## src/hw/rtl/tsyn_pkg.sv

```systemverilog
package tsyn_pkg;

	// frame geometry
	localparam int FRAME_BYTES = 54;
	localparam int FRAME_BITS  = FRAME_BYTES * 8;
	localparam int IDX_W       = $clog2(FRAME_BYTES);

	// configuration port geometry
	localparam int CFG_IDX_W  = 3;
	localparam int CFG_DATA_W = 48;

	// field widths
	localparam int MAC_W   = 48;
	localparam int IPV4_W  = 32;
	localparam int PORT_W  = 16;
	localparam int TICK_W  = 24;
	localparam int SEQ_W   = 32;
	localparam int IPSUM_W = 19;
	localparam int TCPSUM_W = 20;

	localparam logic [TICK_W-1:0] INTERVAL_RESET = 24'd1000;

	// fixed header fields
	localparam logic [15:0] ETHERTYPE_IPV4 = 16'h0800;
	localparam logic [15:0] IP_VER_IHL_TOS = 16'h4500;
	localparam logic [15:0] IP_TOTAL_LEN   = 16'd40;
	localparam logic [15:0] IP_ID          = 16'd54321;
	localparam logic [15:0] IP_FRAG        = 16'h0000;
	localparam logic [7:0]  IP_TTL         = 8'd64;
	localparam logic [7:0]  IP_PROTO_TCP   = 8'd6;
	localparam logic [15:0] TCP_OFF_FLAGS  = 16'h5002;
	localparam logic [15:0] TCP_WINDOW     = 16'd5840;
	localparam logic [15:0] TCP_LEN        = 16'd20;

	// constant parts of the two ones-complement sums
	localparam int IP_SUM_BASE = int'(IP_VER_IHL_TOS) + int'(IP_TOTAL_LEN) + int'(IP_ID)
		+ int'(IP_FRAG) + int'({IP_TTL, IP_PROTO_TCP});
	localparam int TCP_SUM_BASE = int'(IP_PROTO_TCP) + int'(TCP_LEN) + int'(TCP_OFF_FLAGS)
		+ int'(TCP_WINDOW);

	// register indexes
	typedef enum logic [CFG_IDX_W-1:0] {
		REG_SOURCE_MAC,
		REG_DEST_MAC,
		REG_SOURCE_IPV4,
		REG_DEST_IPV4,
		REG_SOURCE_PORT,
		REG_DEST_PORT,
		REG_INTERVAL_TICKS
	} cfg_reg_t;

	typedef struct packed {
		logic [MAC_W-1:0]  source_mac;
		logic [MAC_W-1:0]  dest_mac;
		logic [IPV4_W-1:0] source_ipv4;
		logic [IPV4_W-1:0] dest_ipv4;
		logic [PORT_W-1:0] source_port;
		logic [PORT_W-1:0] dest_port;
		logic [TICK_W-1:0] interval_ticks;
	} cfg_regs_t;

	// frame request from the scheduler to the serializer
	typedef struct packed {
		logic [SEQ_W-1:0]    seq;
		logic [IPSUM_W-1:0]  ip_sum;
		logic [TCPSUM_W-1:0] tcp_sum;
	} frame_req_t;

endpackage

```

## src/hw/rtl/tsyn_tick_if.sv

```systemverilog
interface tsyn_tick_if;
	logic valid;
	logic ready;
	logic run_enable;

	modport source (output valid, output run_enable, input ready);
	modport sink (input valid, input run_enable, output ready);
endinterface

```

## src/hw/rtl/tsyn_frame_if.sv

```systemverilog
interface tsyn_frame_if;
	logic       valid;
	logic       ready;
	logic [7:0] frame_byte;
	logic       frame_last;

	modport source (output valid, output frame_byte, output frame_last, input ready);
	modport sink (input valid, input frame_byte, input frame_last, output ready);
endinterface

```

## src/hw/rtl/tsyn_cfg_if.sv

```systemverilog
interface tsyn_cfg_if;
	import tsyn_pkg::*;

	logic                  valid;
	logic                  ready;
	logic [CFG_IDX_W-1:0]  index;
	logic [CFG_DATA_W-1:0] data;

	modport source (output valid, output index, output data, input ready);
	modport sink (input valid, input index, input data, output ready);
endinterface

```

## src/hw/rtl/tsyn_cfg.sv

```systemverilog
module tsyn_cfg (
	input  logic                clk,
	input  logic                arst_n,
	tsyn_cfg_if.sink            cfg,
	output tsyn_pkg::cfg_regs_t regs
);
	import tsyn_pkg::*;

	cfg_regs_t regs_q;

	assign cfg.ready = 1'b1;
	assign regs      = regs_q;

	// register file, unknown indexes are dropped
	always_ff @(posedge clk or negedge arst_n) begin
		if (!arst_n) begin
			regs_q <= '{source_mac: '0, dest_mac: '0, source_ipv4: '0, dest_ipv4: '0,
				source_port: '0, dest_port: '0, interval_ticks: INTERVAL_RESET};
		end else if (cfg.valid) begin
			case (cfg.index)
				REG_SOURCE_MAC:     regs_q.source_mac     <= cfg.data[MAC_W-1:0];
				REG_DEST_MAC:       regs_q.dest_mac       <= cfg.data[MAC_W-1:0];
				REG_SOURCE_IPV4:    regs_q.source_ipv4    <= cfg.data[IPV4_W-1:0];
				REG_DEST_IPV4:      regs_q.dest_ipv4      <= cfg.data[IPV4_W-1:0];
				REG_SOURCE_PORT:    regs_q.source_port    <= cfg.data[PORT_W-1:0];
				REG_DEST_PORT:      regs_q.dest_port      <= cfg.data[PORT_W-1:0];
				REG_INTERVAL_TICKS: regs_q.interval_ticks <= cfg.data[TICK_W-1:0];
				default: ;
			endcase
		end
	end
endmodule

```

## src/hw/rtl/tsyn_sched.sv

```systemverilog
module tsyn_sched (
	input  logic                 clk,
	input  logic                 arst_n,
	tsyn_tick_if.sink            tick,
	input  tsyn_pkg::cfg_regs_t  regs,
	output logic                 req_valid,
	output tsyn_pkg::frame_req_t req,
	input  logic                 req_ready
);
	import tsyn_pkg::*;

	logic [TICK_W-1:0]   ticks_q;
	logic [SEQ_W-1:0]    seq_q;
	logic                req_valid_s1;
	frame_req_t          req_s1;
	logic                accept;
	logic                send;
	logic [TICK_W-1:0]   reload;
	logic [IPSUM_W-1:0]  ip_sum;
	logic [TCPSUM_W-1:0] tcp_sum;

	// a tick with a running countdown can never send, so it needs no free slot
	assign tick.ready = !req_valid_s1 || req_ready || (ticks_q != '0);
	assign accept     = tick.valid && tick.ready;
	assign send       = accept && tick.run_enable && (ticks_q == '0);

	// zero interval behaves as one
	assign reload = (regs.interval_ticks == '0) ? '0 : regs.interval_ticks - 1'b1;

	// raw ones-complement sums, folded in the serializer
	assign ip_sum = IPSUM_W'(IP_SUM_BASE)
		+ IPSUM_W'(regs.source_ipv4[31:16]) + IPSUM_W'(regs.source_ipv4[15:0])
		+ IPSUM_W'(regs.dest_ipv4[31:16])   + IPSUM_W'(regs.dest_ipv4[15:0]);

	assign tcp_sum = TCPSUM_W'(TCP_SUM_BASE)
		+ TCPSUM_W'(regs.source_ipv4[31:16]) + TCPSUM_W'(regs.source_ipv4[15:0])
		+ TCPSUM_W'(regs.dest_ipv4[31:16])   + TCPSUM_W'(regs.dest_ipv4[15:0])
		+ TCPSUM_W'(regs.source_port)        + TCPSUM_W'(regs.dest_port)
		+ TCPSUM_W'(seq_q[31:16])            + TCPSUM_W'(seq_q[15:0]);

	// tick countdown and sequence number
	always_ff @(posedge clk or negedge arst_n) begin
		if (!arst_n) begin
			ticks_q <= '0;
			seq_q   <= '0;
		end else if (accept) begin
			if (!tick.run_enable) begin
				ticks_q <= '0;
			end else if (ticks_q != '0) begin
				ticks_q <= ticks_q - 1'b1;
			end else begin
				ticks_q <= reload;
				seq_q   <= seq_q + 1'b1;
			end
		end
	end

	// request stage
	always_ff @(posedge clk or negedge arst_n) begin
		if (!arst_n) begin
			req_valid_s1 <= 1'b0;
		end else if (send) begin
			req_valid_s1 <= 1'b1;
		end else if (req_ready) begin
			req_valid_s1 <= 1'b0;
		end
	end

	always_ff @(posedge clk) begin
		if (send) begin
			req_s1.seq     <= seq_q;
			req_s1.ip_sum  <= ip_sum;
			req_s1.tcp_sum <= tcp_sum;
		end
	end

	assign req_valid = req_valid_s1;
	assign req       = req_s1;
endmodule

```

## src/hw/rtl/tsyn_ser.sv

```systemverilog
module tsyn_ser (
	input  logic                 clk,
	input  logic                 arst_n,
	input  tsyn_pkg::cfg_regs_t  regs,
	input  logic                 req_valid,
	input  tsyn_pkg::frame_req_t req,
	output logic                 req_ready,
	tsyn_frame_if.source         frame
);
	import tsyn_pkg::*;

	localparam logic [IDX_W-1:0] LAST_IDX = IDX_W'(FRAME_BYTES - 1);

	logic                  busy_q;
	logic [IDX_W-1:0]      idx_q;
	logic [SEQ_W-1:0]      seq_q;
	logic [15:0]           ipck_q;
	logic [15:0]           tcpck_q;
	logic                  out_valid_q;
	logic [7:0]            byte_q;
	logic                  last_q;
	logic                  adv;
	logic                  fin;
	logic                  load;
	logic [IDX_W-1:0]      rev;
	logic [FRAME_BITS-1:0] frame_vec;

	// end-around carry fold and complement
	function automatic logic [15:0] ones_fold(input logic [TCPSUM_W-1:0] s);
		logic [16:0] a;
		logic [16:0] b;
		a = 17'(s[15:0]) + 17'(s[TCPSUM_W-1:16]);
		b = 17'(a[15:0]) + 17'(a[16]);
		return ~b[15:0];
	endfunction

	assign adv       = busy_q && (!out_valid_q || frame.ready);
	assign fin       = adv && (idx_q == LAST_IDX);
	assign req_ready = !busy_q || fin;
	assign load      = req_valid && req_ready;

	// whole frame in wire order, first byte in the top bits
	assign frame_vec = {regs.dest_mac, regs.source_mac, ETHERTYPE_IPV4,
		IP_VER_IHL_TOS, IP_TOTAL_LEN, IP_ID, IP_FRAG, IP_TTL, IP_PROTO_TCP, ipck_q,
		regs.source_ipv4, regs.dest_ipv4,
		regs.source_port, regs.dest_port, seq_q, 32'h0000_0000,
		TCP_OFF_FLAGS, TCP_WINDOW, tcpck_q, 16'h0000};

	assign rev = LAST_IDX - idx_q;

	// frame slot and byte counter
	always_ff @(posedge clk or negedge arst_n) begin
		if (!arst_n) begin
			busy_q <= 1'b0;
			idx_q  <= '0;
		end else begin
			if (load) begin
				busy_q <= 1'b1;
				idx_q  <= '0;
			end else begin
				if (fin) begin
					busy_q <= 1'b0;
				end
				if (adv) begin
					idx_q <= idx_q + 1'b1;
				end
			end
		end
	end

	always_ff @(posedge clk) begin
		if (load) begin
			seq_q   <= req.seq;
			ipck_q  <= ones_fold(TCPSUM_W'(req.ip_sum));
			tcpck_q <= ones_fold(req.tcp_sum);
		end
	end

	// output register
	always_ff @(posedge clk or negedge arst_n) begin
		if (!arst_n) begin
			out_valid_q <= 1'b0;
		end else if (adv) begin
			out_valid_q <= 1'b1;
		end else if (frame.ready) begin
			out_valid_q <= 1'b0;
		end
	end

	always_ff @(posedge clk) begin
		if (adv) begin
			byte_q <= frame_vec[{rev, 3'b000} +: 8];
			last_q <= (idx_q == LAST_IDX);
		end
	end

	assign frame.valid      = out_valid_q;
	assign frame.frame_byte = byte_q;
	assign frame.frame_last = last_q;
endmodule

```

## src/hw/rtl/tcp_syn_heartbeat_frame_generator_unit.sv

```systemverilog
// Periodic TCP SYN frame source. Each tick transaction carries run_enable; while it
// is set, the first tick and then every interval_ticks-th tick start a 54-byte
// Ethernet/IPv4/TCP SYN frame with both checksums filled in, and the sequence number
// advances by one per frame. Ticks with a running countdown are taken one per cycle;
// any other tick waits while a frame request is held. A sending tick is held in a
// single request stage until the serializer is free; the serializer puts out one byte
// per output transaction. The first byte of a frame passes the request stage, the
// serializer's frame slot and its output register. Settings must be changed only while
// no frame is in flight; the block itself does not enforce this.
module tcp_syn_heartbeat_frame_generator_unit (
	input  logic         clk,
	input  logic         arst_n,
	tsyn_cfg_if.sink     cfg,
	tsyn_tick_if.sink    tick,
	tsyn_frame_if.source frame
);
	import tsyn_pkg::*;

	cfg_regs_t  regs;
	logic       req_valid;
	logic       req_ready;
	frame_req_t req;

	tsyn_cfg u_cfg (
		.clk    (clk),
		.arst_n (arst_n),
		.cfg    (cfg),
		.regs   (regs)
	);

	tsyn_sched u_sched (
		.clk       (clk),
		.arst_n    (arst_n),
		.tick      (tick),
		.regs      (regs),
		.req_valid (req_valid),
		.req       (req),
		.req_ready (req_ready)
	);

	tsyn_ser u_ser (
		.clk       (clk),
		.arst_n    (arst_n),
		.regs      (regs),
		.req_valid (req_valid),
		.req       (req),
		.req_ready (req_ready),
		.frame     (frame)
	);

	// a waiting frame request keeps its contents
	a_req_hold: assert property (@(posedge clk) disable iff (!arst_n)
		req_valid && !req_ready |=> req_valid && $stable(req))
		else $error("frame request changed while stalled");

	// a stopped tick never creates a request
	a_stop_no_req: assert property (@(posedge clk) disable iff (!arst_n)
		tick.valid && tick.ready && !tick.run_enable && !req_valid |=> !req_valid)
		else $error("stopped tick produced a frame request");

	// with no request pending the tick side is open
	a_tick_open: assert property (@(posedge clk) disable iff (!arst_n)
		!req_valid |-> tick.ready)
		else $error("tick transaction refused with an empty request stage");
endmodule

```

## src/flat_wrapper.sv

```systemverilog
// flat-port wrapper written by rule: the top's interface ports become plain ports
module tcp_syn_heartbeat_frame_generator_unit_flat import tsyn_pkg::*;
  (clk, arst_n, cfg_valid, cfg_index, cfg_data, cfg_ready, tick_valid, tick_run_enable, tick_ready, frame_valid, frame_frame_byte, frame_frame_last, frame_ready);
  tsyn_cfg_if cfg_i ();
  tsyn_tick_if tick_i ();
  tsyn_frame_if frame_i ();
  input  logic clk;
  input  logic arst_n;
  input wire logic [$bits(cfg_i.valid)-1:0] cfg_valid;
  input wire logic [$bits(cfg_i.index)-1:0] cfg_index;
  input wire logic [$bits(cfg_i.data)-1:0] cfg_data;
  output wire logic [$bits(cfg_i.ready)-1:0] cfg_ready;
  input wire logic [$bits(tick_i.valid)-1:0] tick_valid;
  input wire logic [$bits(tick_i.run_enable)-1:0] tick_run_enable;
  output wire logic [$bits(tick_i.ready)-1:0] tick_ready;
  output wire logic [$bits(frame_i.valid)-1:0] frame_valid;
  output wire logic [$bits(frame_i.frame_byte)-1:0] frame_frame_byte;
  output wire logic [$bits(frame_i.frame_last)-1:0] frame_frame_last;
  input wire logic [$bits(frame_i.ready)-1:0] frame_ready;
  assign cfg_i.valid = cfg_valid;
  assign cfg_i.index = cfg_index;
  assign cfg_i.data = cfg_data;
  assign cfg_ready = cfg_i.ready;
  assign tick_i.valid = tick_valid;
  assign tick_i.run_enable = tick_run_enable;
  assign tick_ready = tick_i.ready;
  assign frame_valid = frame_i.valid;
  assign frame_frame_byte = frame_i.frame_byte;
  assign frame_frame_last = frame_i.frame_last;
  assign frame_i.ready = frame_ready;
  tcp_syn_heartbeat_frame_generator_unit u_core (.clk(clk), .arst_n(arst_n), .cfg(cfg_i), .tick(tick_i), .frame(frame_i));
endmodule
```

## config.mk

```make
export PLATFORM = sky130hd
export DESIGN_NAME = tcp_syn_heartbeat_frame_generator_unit_flat
export DESIGN_NICKNAME = d
export VERILOG_FILES = /design/src/hw/rtl/tsyn_pkg.sv /design/src/hw/rtl/tsyn_tick_if.sv /design/src/hw/rtl/tsyn_frame_if.sv /design/src/hw/rtl/tsyn_cfg_if.sv /design/src/hw/rtl/tsyn_cfg.sv /design/src/hw/rtl/tsyn_sched.sv /design/src/hw/rtl/tsyn_ser.sv /design/src/hw/rtl/tcp_syn_heartbeat_frame_generator_unit.sv /design/src/flat_wrapper.sv
export SDC_FILE = /design/constraint.sdc
export NUM_CORES = 1
export LEC_CHECK = 0
export BUFFER_PORTS_ARGS = -buffer_cell sky130_fd_sc_hd__buf_2
export CORE_ASPECT_RATIO = 0.6
export CORE_MARGIN = 10
export CORE_UTILIZATION = 35
export DETAILED_ROUTE_END_ITERATION = 10
export GPL_TIMING_DRIVEN = 0
export HOLD_SLACK_MARGIN = 0.1
export SLEW_MARGIN = 10
export SYNTH_ARGS = -nofsm -noshare
export SYNTH_HDL_FRONTEND = slang
export SYNTH_HIERARCHICAL = 1
export SYNTH_SLANG_ARGS = --single-unit
```

## constraint.sdc

```tcl
create_clock -name clk -period 5.9 [get_ports clk]
set_input_delay 0.59 -clock clk [delete_from_list [all_inputs] [get_ports clk]]
set_output_delay 0.59 -clock clk [all_outputs]
set_load 0.02 [all_outputs]
```

# Yosys cells after proc, flatten, opt, wreduce, memory -nomap -nowiden
# Index checks and enable logic that the tools add are counted.
[word_totals] register_bits=425 inputBits=57 out_inout_bits=12 wordCells=93
[classes] add_sub_neg=21 n_eq_ne=7 shift=1 n_mux=11 n_bitwise=3 reduce_logical=29
[op_table] operator="$shiftx 432x10->8" count=1
[op_table] operator="$add 20x16->20" count=4
[op_table] operator="$mux 24" count=3
[op_table] operator="$logic_not 24->1" count=2
[op_table] operator="$sub 24x1->24 const B" count=2
[op_table] operator="$add 18x16->19" count=2
[op_table] operator="$add 19x16->19" count=2
[op_table] operator="$add 16x1->16" count=2
[op_table] operator="$add 32x1->32 const B" count=1
[op_table] operator="$not 16->16" count=2
[op_table] operator="$reduce_bool 24->1" count=1
[op_table] operator="$add 19x16->20" count=1
[op_table] operator="$add 17x16->18" count=1
[op_table] operator="$add 17x16->18 const A" count=1
[op_table] operator="$add 15x16->17 const A" count=1
[op_table] operator="$add 16x3->17" count=1
[op_table] operator="$add 16x4->17" count=1
[op_table] operator="$reduce_and 2->1" count=7
[op_table] operator="$mux 6" count=2
[op_table] operator="$eq 3x3->1 const B" count=3
[op_table] operator="$reduce_bool 2->1" count=4
[op_table] operator="$add 6x1->6 const B" count=1
[op_table] operator="$eq 3x2->1 const B" count=2
[op_table] operator="$eq 6x6->1 const B" count=1
[op_table] operator="other kinds (9)" count=24

# Depth between registers and ports, before layout
[depth] depth_word=11 mapped_depth=18 depth_no_buf=18

# Cells and area by module
# The synthesis kept the hierarchy.
[by_module_without_submodules] module="tsyn_sched" n_inst=1 cells_each=1017 area_each_um2=10707.8 seq_area_each_um2=3558.4
[by_module_without_submodules] module="tsyn_cfg" n_inst=1 cells_each=464 area_each_um2=8170.3 seq_area_each_um2=5412.7
[by_module_without_submodules] module="tsyn_ser" n_inst=1 cells_each=597 area_each_um2=6551.3 seq_area_each_um2=2392.3

# Worst setup path after synthesis
# Ideal clock, no wire load.
[synth_timing] path_type="register to register" startpoint="register u_core.u_cfg.regs_q, in the netlist u_core/u_cfg/regs[106]" endpoint="register u_core.u_sched.req_s1, in the netlist u_core/u_sched/req[18] (data pin)" setup_ns=0.264 arrival_ns=4.286 required_ns=5.636 slack_ns=1.350 stages_incl_launch_ff=19 n_path_buf=0 synth_period_minus_slack_ns=4.550 path_cell_list="dfrtp_1 > fa_1 > inv_1 > fa_1 > inv_1 > fa_1 > inv_1 > fa_1 > inv_1 > ha_1 > inv_1 > fa_1 > nor2b_1 > o211ai_1 > a211oi_1 > o31a_1 > o21ai_0 > a31oi_1 > xor2_1"
[synth_between] elab_chain_cells=8
[synth_lines] element="start: declaration" line="tsyn_cfg.sv:9" text="cfg_regs_t regs_q;"
[synth_lines] element="start signal: assignment" line="tsyn_cfg.sv:17" text="regs_q <= '{source_mac: '0, dest_mac: '0, source_ipv4: '0, dest_ipv4: '0,"
[synth_lines] element="$add 15x16->17" line="tsyn_sched.sv:36" text="+ TCPSUM_W'(regs.source_ipv4[31:16]) + TCPSUM_W'(regs.source_ipv4[15:0])"
[synth_lines] element="$add 17x16->18" line="tsyn_sched.sv:36"
[synth_lines] element="$add 18x16->19" line="tsyn_sched.sv:37" text="+ TCPSUM_W'(regs.dest_ipv4[31:16]) + TCPSUM_W'(regs.dest_ipv4[15:0])"
[synth_lines] element="$add 19x16->20" line="tsyn_sched.sv:37"
[synth_lines] element="$add 20x16->20 (2 in series)" line="tsyn_sched.sv:38" text="+ TCPSUM_W'(regs.source_port) + TCPSUM_W'(regs.dest_port)"
[synth_lines] element="$add 20x16->20 (2 in series)" line="tsyn_sched.sv:39" text="+ TCPSUM_W'(seq_q[31:16]) + TCPSUM_W'(seq_q[15:0]);"
[synth_lines] element="named net u_core.u_sched.tcp_sum[18]" line="tsyn_sched.sv:20" text="logic [TCPSUM_W-1:0] tcp_sum;"
[synth_lines] element="end: declaration" line="tsyn_sched.sv:15" text="frame_req_t req_s1;"
# The timed path passes the listed nets, and every way through them passes these cells.
# A chain may end at the register's enable or synchronous reset.

# Worst setup path after layout
[layout_timing] startpoint="register u_core.u_sched.seq_q[18]" endpoint="register u_core.u_sched.req_s1, in the netlist u_core/u_sched/req[18] (data pin)"
[layout_between] elab_chain_cells=2
[layout_lines] element="start: declaration" line="tsyn_sched.sv:13" text="logic [SEQ_W-1:0] seq_q;"
[layout_lines] element="start signal: assignment" line="tsyn_sched.sv:53" text="seq_q <= seq_q + 1'b1;"
[layout_lines] element="$add 20x16->20 (2 in series)" line="tsyn_sched.sv:39"
[layout_lines] element="named net u_core.u_sched.tcp_sum[18]" line="tsyn_sched.sv:20"
# The timed path passes the listed nets, and every way through them passes these cells.

==> metrics list <==
* Number of remaining DRC errors: 0
* Post-route ant nets: 0
- In this run the count of I/O pins placed on the die edge is 69.
- CP Buf/Inv Count: 5
- Remaining global-route overflow: 0
- CTS Buf Count: 42
* Cell with the largest stage delay on the worst path: sky130_fd_sc_hd__fa_1
- The worst setup path is launched from a register.
* Final hold viol count: 0
- Highest cell delay on the worst timing path: 530 ps
- For this run, global-route usage on met2 was measured as 24.3%.
- Across the whole layout, storage elements account for 11400 sq um.
* Part of the Yosys area used for sequential elements: 44.7%
- The worst path uses 85.9% of the clock period.
- Routed wirelength normalized by instance count: 25.4 microns
* Finished Layout Cells: 3206
- During placement, the flow inserted port buffers numbering 66.
* Vias in the first global route: 17300
- Number of max-capacitance violations reported: 0
- The global routing stage identified its most utilized layer as met1.
- The flow ran to the end, and the final reports show no timing, DRC or antenna violations.
- Chip width: 368 microns
- TritonCTS built the clock tree.
- Wire length of the first global-routing pass: 120000 microns
- After floorplanning, the core was sized to cover 71900 sq um.
- Relative to the synthesized area, the layout overhead comes to 12.1%.
- Clock network latency to the later pin of the worst-skew pair: 600 ps
* Cell-by-cell trace of the critical path: fa_1 -> inv_1 -> fa_1 -> inv_1 -> fa_1 -> inv_1 -> fa_1 -> inv_1 -> ha_1 -> inv_1 -> fa_1 -> nor2b_1 -> o211ai_1 -> a211oi_1 -> o31a_1 -> o21ai_0 -> a31oi_1 -> xor2_1
- Largest net degree at the start of global routing: 109
* Post-synth design cell area: 25400 sq um
* Area of the die: 84200 sq um
- Initial antenna violation count: 9
- At the pin with the least slew margin, the transition time is 1210 ps.
* Post-synthesis cell count: 2078
* Average via count per standard cell: 5.43
* Count of TritonRoute iterations in the first routing pass: 5
- From bottom edge to top edge, the die measures 229 microns.
- Syn Nets: 2355
- Summed over all nets, the half-perimeter wirelength after detailed placement is 63900 microns.
- Max Transition Viols Final: 0
- Fill cells in the final layout number 6860.
* Number of flops mapped to enable cells by yosys: 144
- Among all flip-flop cells after synthesis, the most frequent one is sky130_fd_sc_hd__dfrtp_1.
- In this run the core area contains 76 standard-cell rows.
- Setup repair after global routing left no endpoint under its margin.
* Post-Place Cells: 3124
* Number of clock sinks: 425
- CTS resizes: 0
- Top fanout value on the critical path: 4
- Based on the critical path, the design can be clocked at up to 197 MHz.
* Seq cells post-synth: 425
- Global routing consumed, on the met1 layer, 30.2% of the routing resources.
- Total number of H-tree levels: 2
- Data arrives at the worst endpoint at 5390 ps.
- For met3 alone, demand over resource in global routing was 6.38%.
* Final setup violating endpoints: 0
- The multi-input combinational cells in the finished layout cover a total of 12600 sq um.
- Type of the tightest min-delay check: in2reg
- Async set-or-reset flop fraction in the synthesized netlist: 66.1%
* Relative max-transition margin: 19.4%
- Counting distinct cell types in the post-synthesis netlist gives 91.
- Worst endpoint required time: 6220 ps
- Clock-pin slew was measured on the worst setup and hold paths at 70 ps.
- Proportion of layout cells with a drive suffix above 1: 22.1%
* Via Count: 17400
- Global-route usage over all layers: 19.0%
- During synthesis, Yosys emitted a total of 6 warnings.
- CTS max path bufs: 3
- Clock tree skew after final layout: 31.9 ps
- At the end of routability-driven placement, the weighted congestion stood at 0.951.
* Crit Path Class: reg2reg
* Crit end category: register
* Number of design-rule violations left by the first detailed-router iteration: 1836
* Cell class contributing the biggest share of worst-path delay: adder cells
- The final layout contains 2471 nets.
- The final layout contains routed wiring with a total length of 81400 microns.
- Initial core utilization: 35.4%
- Each instance of the synthesized netlist takes up on average 12.2 sq um.
* Clock root buffer: sky130_fd_sc_hd__clkbuf_16
- Final Critical Period: 5070 ps
cell families (layout without fill, tap and decap cells):
| logic type | Yosys count | after routing | synth area share, % |
|---|---|---|---|
| compound gates | 261 | 261 | 6.80 |
| xor+xnor | 130 | 130 | 4.48 |
| fa+ha+maj | 220 | 220 | 14.4 |
| buf+inv | 342 | 490 | 5.61 |
| flops | 425 | 425 | 44.7 |
| mux | 298 | 298 | 15.7 |
| other cells | 1 | 6 | 0.0147 |
| simple gates | 401 | 401 | 8.32 |
path summary, 6_finish.rpt:
check                                               from                      to  slack (ps)  depth (start not counted)
worst max-delay path            u_core/u_sched/seq_q[18]  u_core/u_sched/req[18]         830                         18
worst min-delay path                        cfg_data[37]  u_core/u_cfg/regs[157]         250                          2
worst max register to register  u_core/u_sched/seq_q[18]  u_core/u_sched/req[18]         830                         18
worst min register to register    u_core/u_sched/req[51]  u_core/u_ser/seq_q[12]         400                          0
max in group asynchronous                         arst_n  u_core/u_cfg/regs[106]        4290                          3
min in group asynchronous                         arst_n  u_core/u_cfg/regs[208]         600                          2
final cells by class:
cell class                 count  area share [%]
multi-input combinational   1311            44.3
sequential                   425            39.8
tap                          975            4.28
clock buffer                  54            4.09
inverter                     268            3.53
timing repair buffer          72            1.66
buffer                        74            1.49
clock inverter                22           0.715
antenna                        5          0.0439
registers in the layout, summed over array words and instances, names as in the netlist:
register	cells
u_core/u_sched/req_valid	1
u_core/u_ser/busy_q	1
u_core/u_ser/idx_q	6
u_core/u_ser/tcpck_q	16
u_core/u_ser/ipck_q	16
u_core/u_ser/seq_q	32
u_core/u_sched/ticks_q	24
u_core/u_ser/frame.frame_last	1
u_core/u_sched/req	71
u_core/u_sched/seq_q	32
u_core/u_ser/frame.valid	1
u_core/u_cfg/regs	216
u_core/u_ser/frame.frame_byte	8
stage by stage:
step	hold slack [ps]	cell area (sq um)	TNS [ps]	utilization [%]	setup WS, ps
2_1_floorplan	294	25400	0	-	1350
3_3_place_gp	401	27000	-271940	37.5	-1040
3_5_place_dp	405	27100	0	37.7	882
4_1_cts	220	28500	0	39.7	855
5_1_grt	236	28500	0	39.7	539
6_report	246	28500	0	39.7	829
cell usage after synthesis, drive strengths merged (5+ instances only):
cell type  number  area share (%)
o211ai         14            0.47
o31ai           5            0.15
clkbuf         26            0.39
nor3b           6            0.18
nand4          23            0.62
nand2b         14            0.34
mux4           52             4.6
xor2           38             1.3
and2            6            0.16
ha             98             4.8
edfxtp        144              17
a31oi           6            0.15
nand3          34            0.67
a211o           5            0.17
o221ai          5            0.20
dfstp           6            0.62
inv           268             4.0
a21o           14            0.42
nor2           88             1.3
o22ai           5            0.12
o21bai          8            0.25
a311oi          5            0.17
a22oi           5            0.15
a21oi          67             1.3
fa            122             9.6
or3            10            0.25
mux2          221              10
o31a            6            0.21
nand2          99             1.5
or2             5            0.12
dfrtp         275              27
and3           20            0.51
or4            10            0.30
nor3           40            0.81
o21a            8            0.24
mux2i          25            0.98
xnor2          92             3.2
nor2b          12            0.30
o21ai          71             1.4
nor4           17            0.60
buf            48             1.3
a211oi          8            0.24
cell usage in the layout (no fill, tap or decap), drive strengths merged, types with 17 or more instances in the layout:
| master | netlist | routed |
|---|---|---|
| xnor2 | 92 | 92 |
| nand4 | 23 | 23 |
| nand3 | 34 | 34 |
| a21oi | 67 | 67 |
| buf | 48 | 119 |
| nand2 | 99 | 99 |
| clkbuf | 26 | 80 |
| dfrtp | 275 | 275 |
| nor4 | 17 | 17 |
| nor3 | 40 | 40 |
| xor2 | 38 | 38 |
| edfxtp | 144 | 144 |
| o21ai | 71 | 71 |
| and3 | 20 | 20 |
| mux2 | 221 | 221 |
| ha | 98 | 98 |
| nor2 | 88 | 88 |
| inv | 268 | 269 |
| mux2i | 25 | 25 |
| fa | 122 | 122 |
| mux4 | 52 | 52 |
what timing repair did:
item | CTS | global route
hold endpoints to repair | 72 | 0
hold buffers | 1 | 0
setup buffers | 0 | 0
routing by layer:
| metal | vias to the layer above | wire length, microns |
|---|---|---|
| met5 | - | 0 |
| met4 | 0 | 1080 |
| met3 | 78 | 8940 |
| met2 | 725 | 31000 |
| met1 | 9071 | 40400 |
| li1 | 7532 | - |
Power is left out: the tool's default activity adds up to more than one toggle a clock period on the data nets, which glitch-free logic cannot reach.
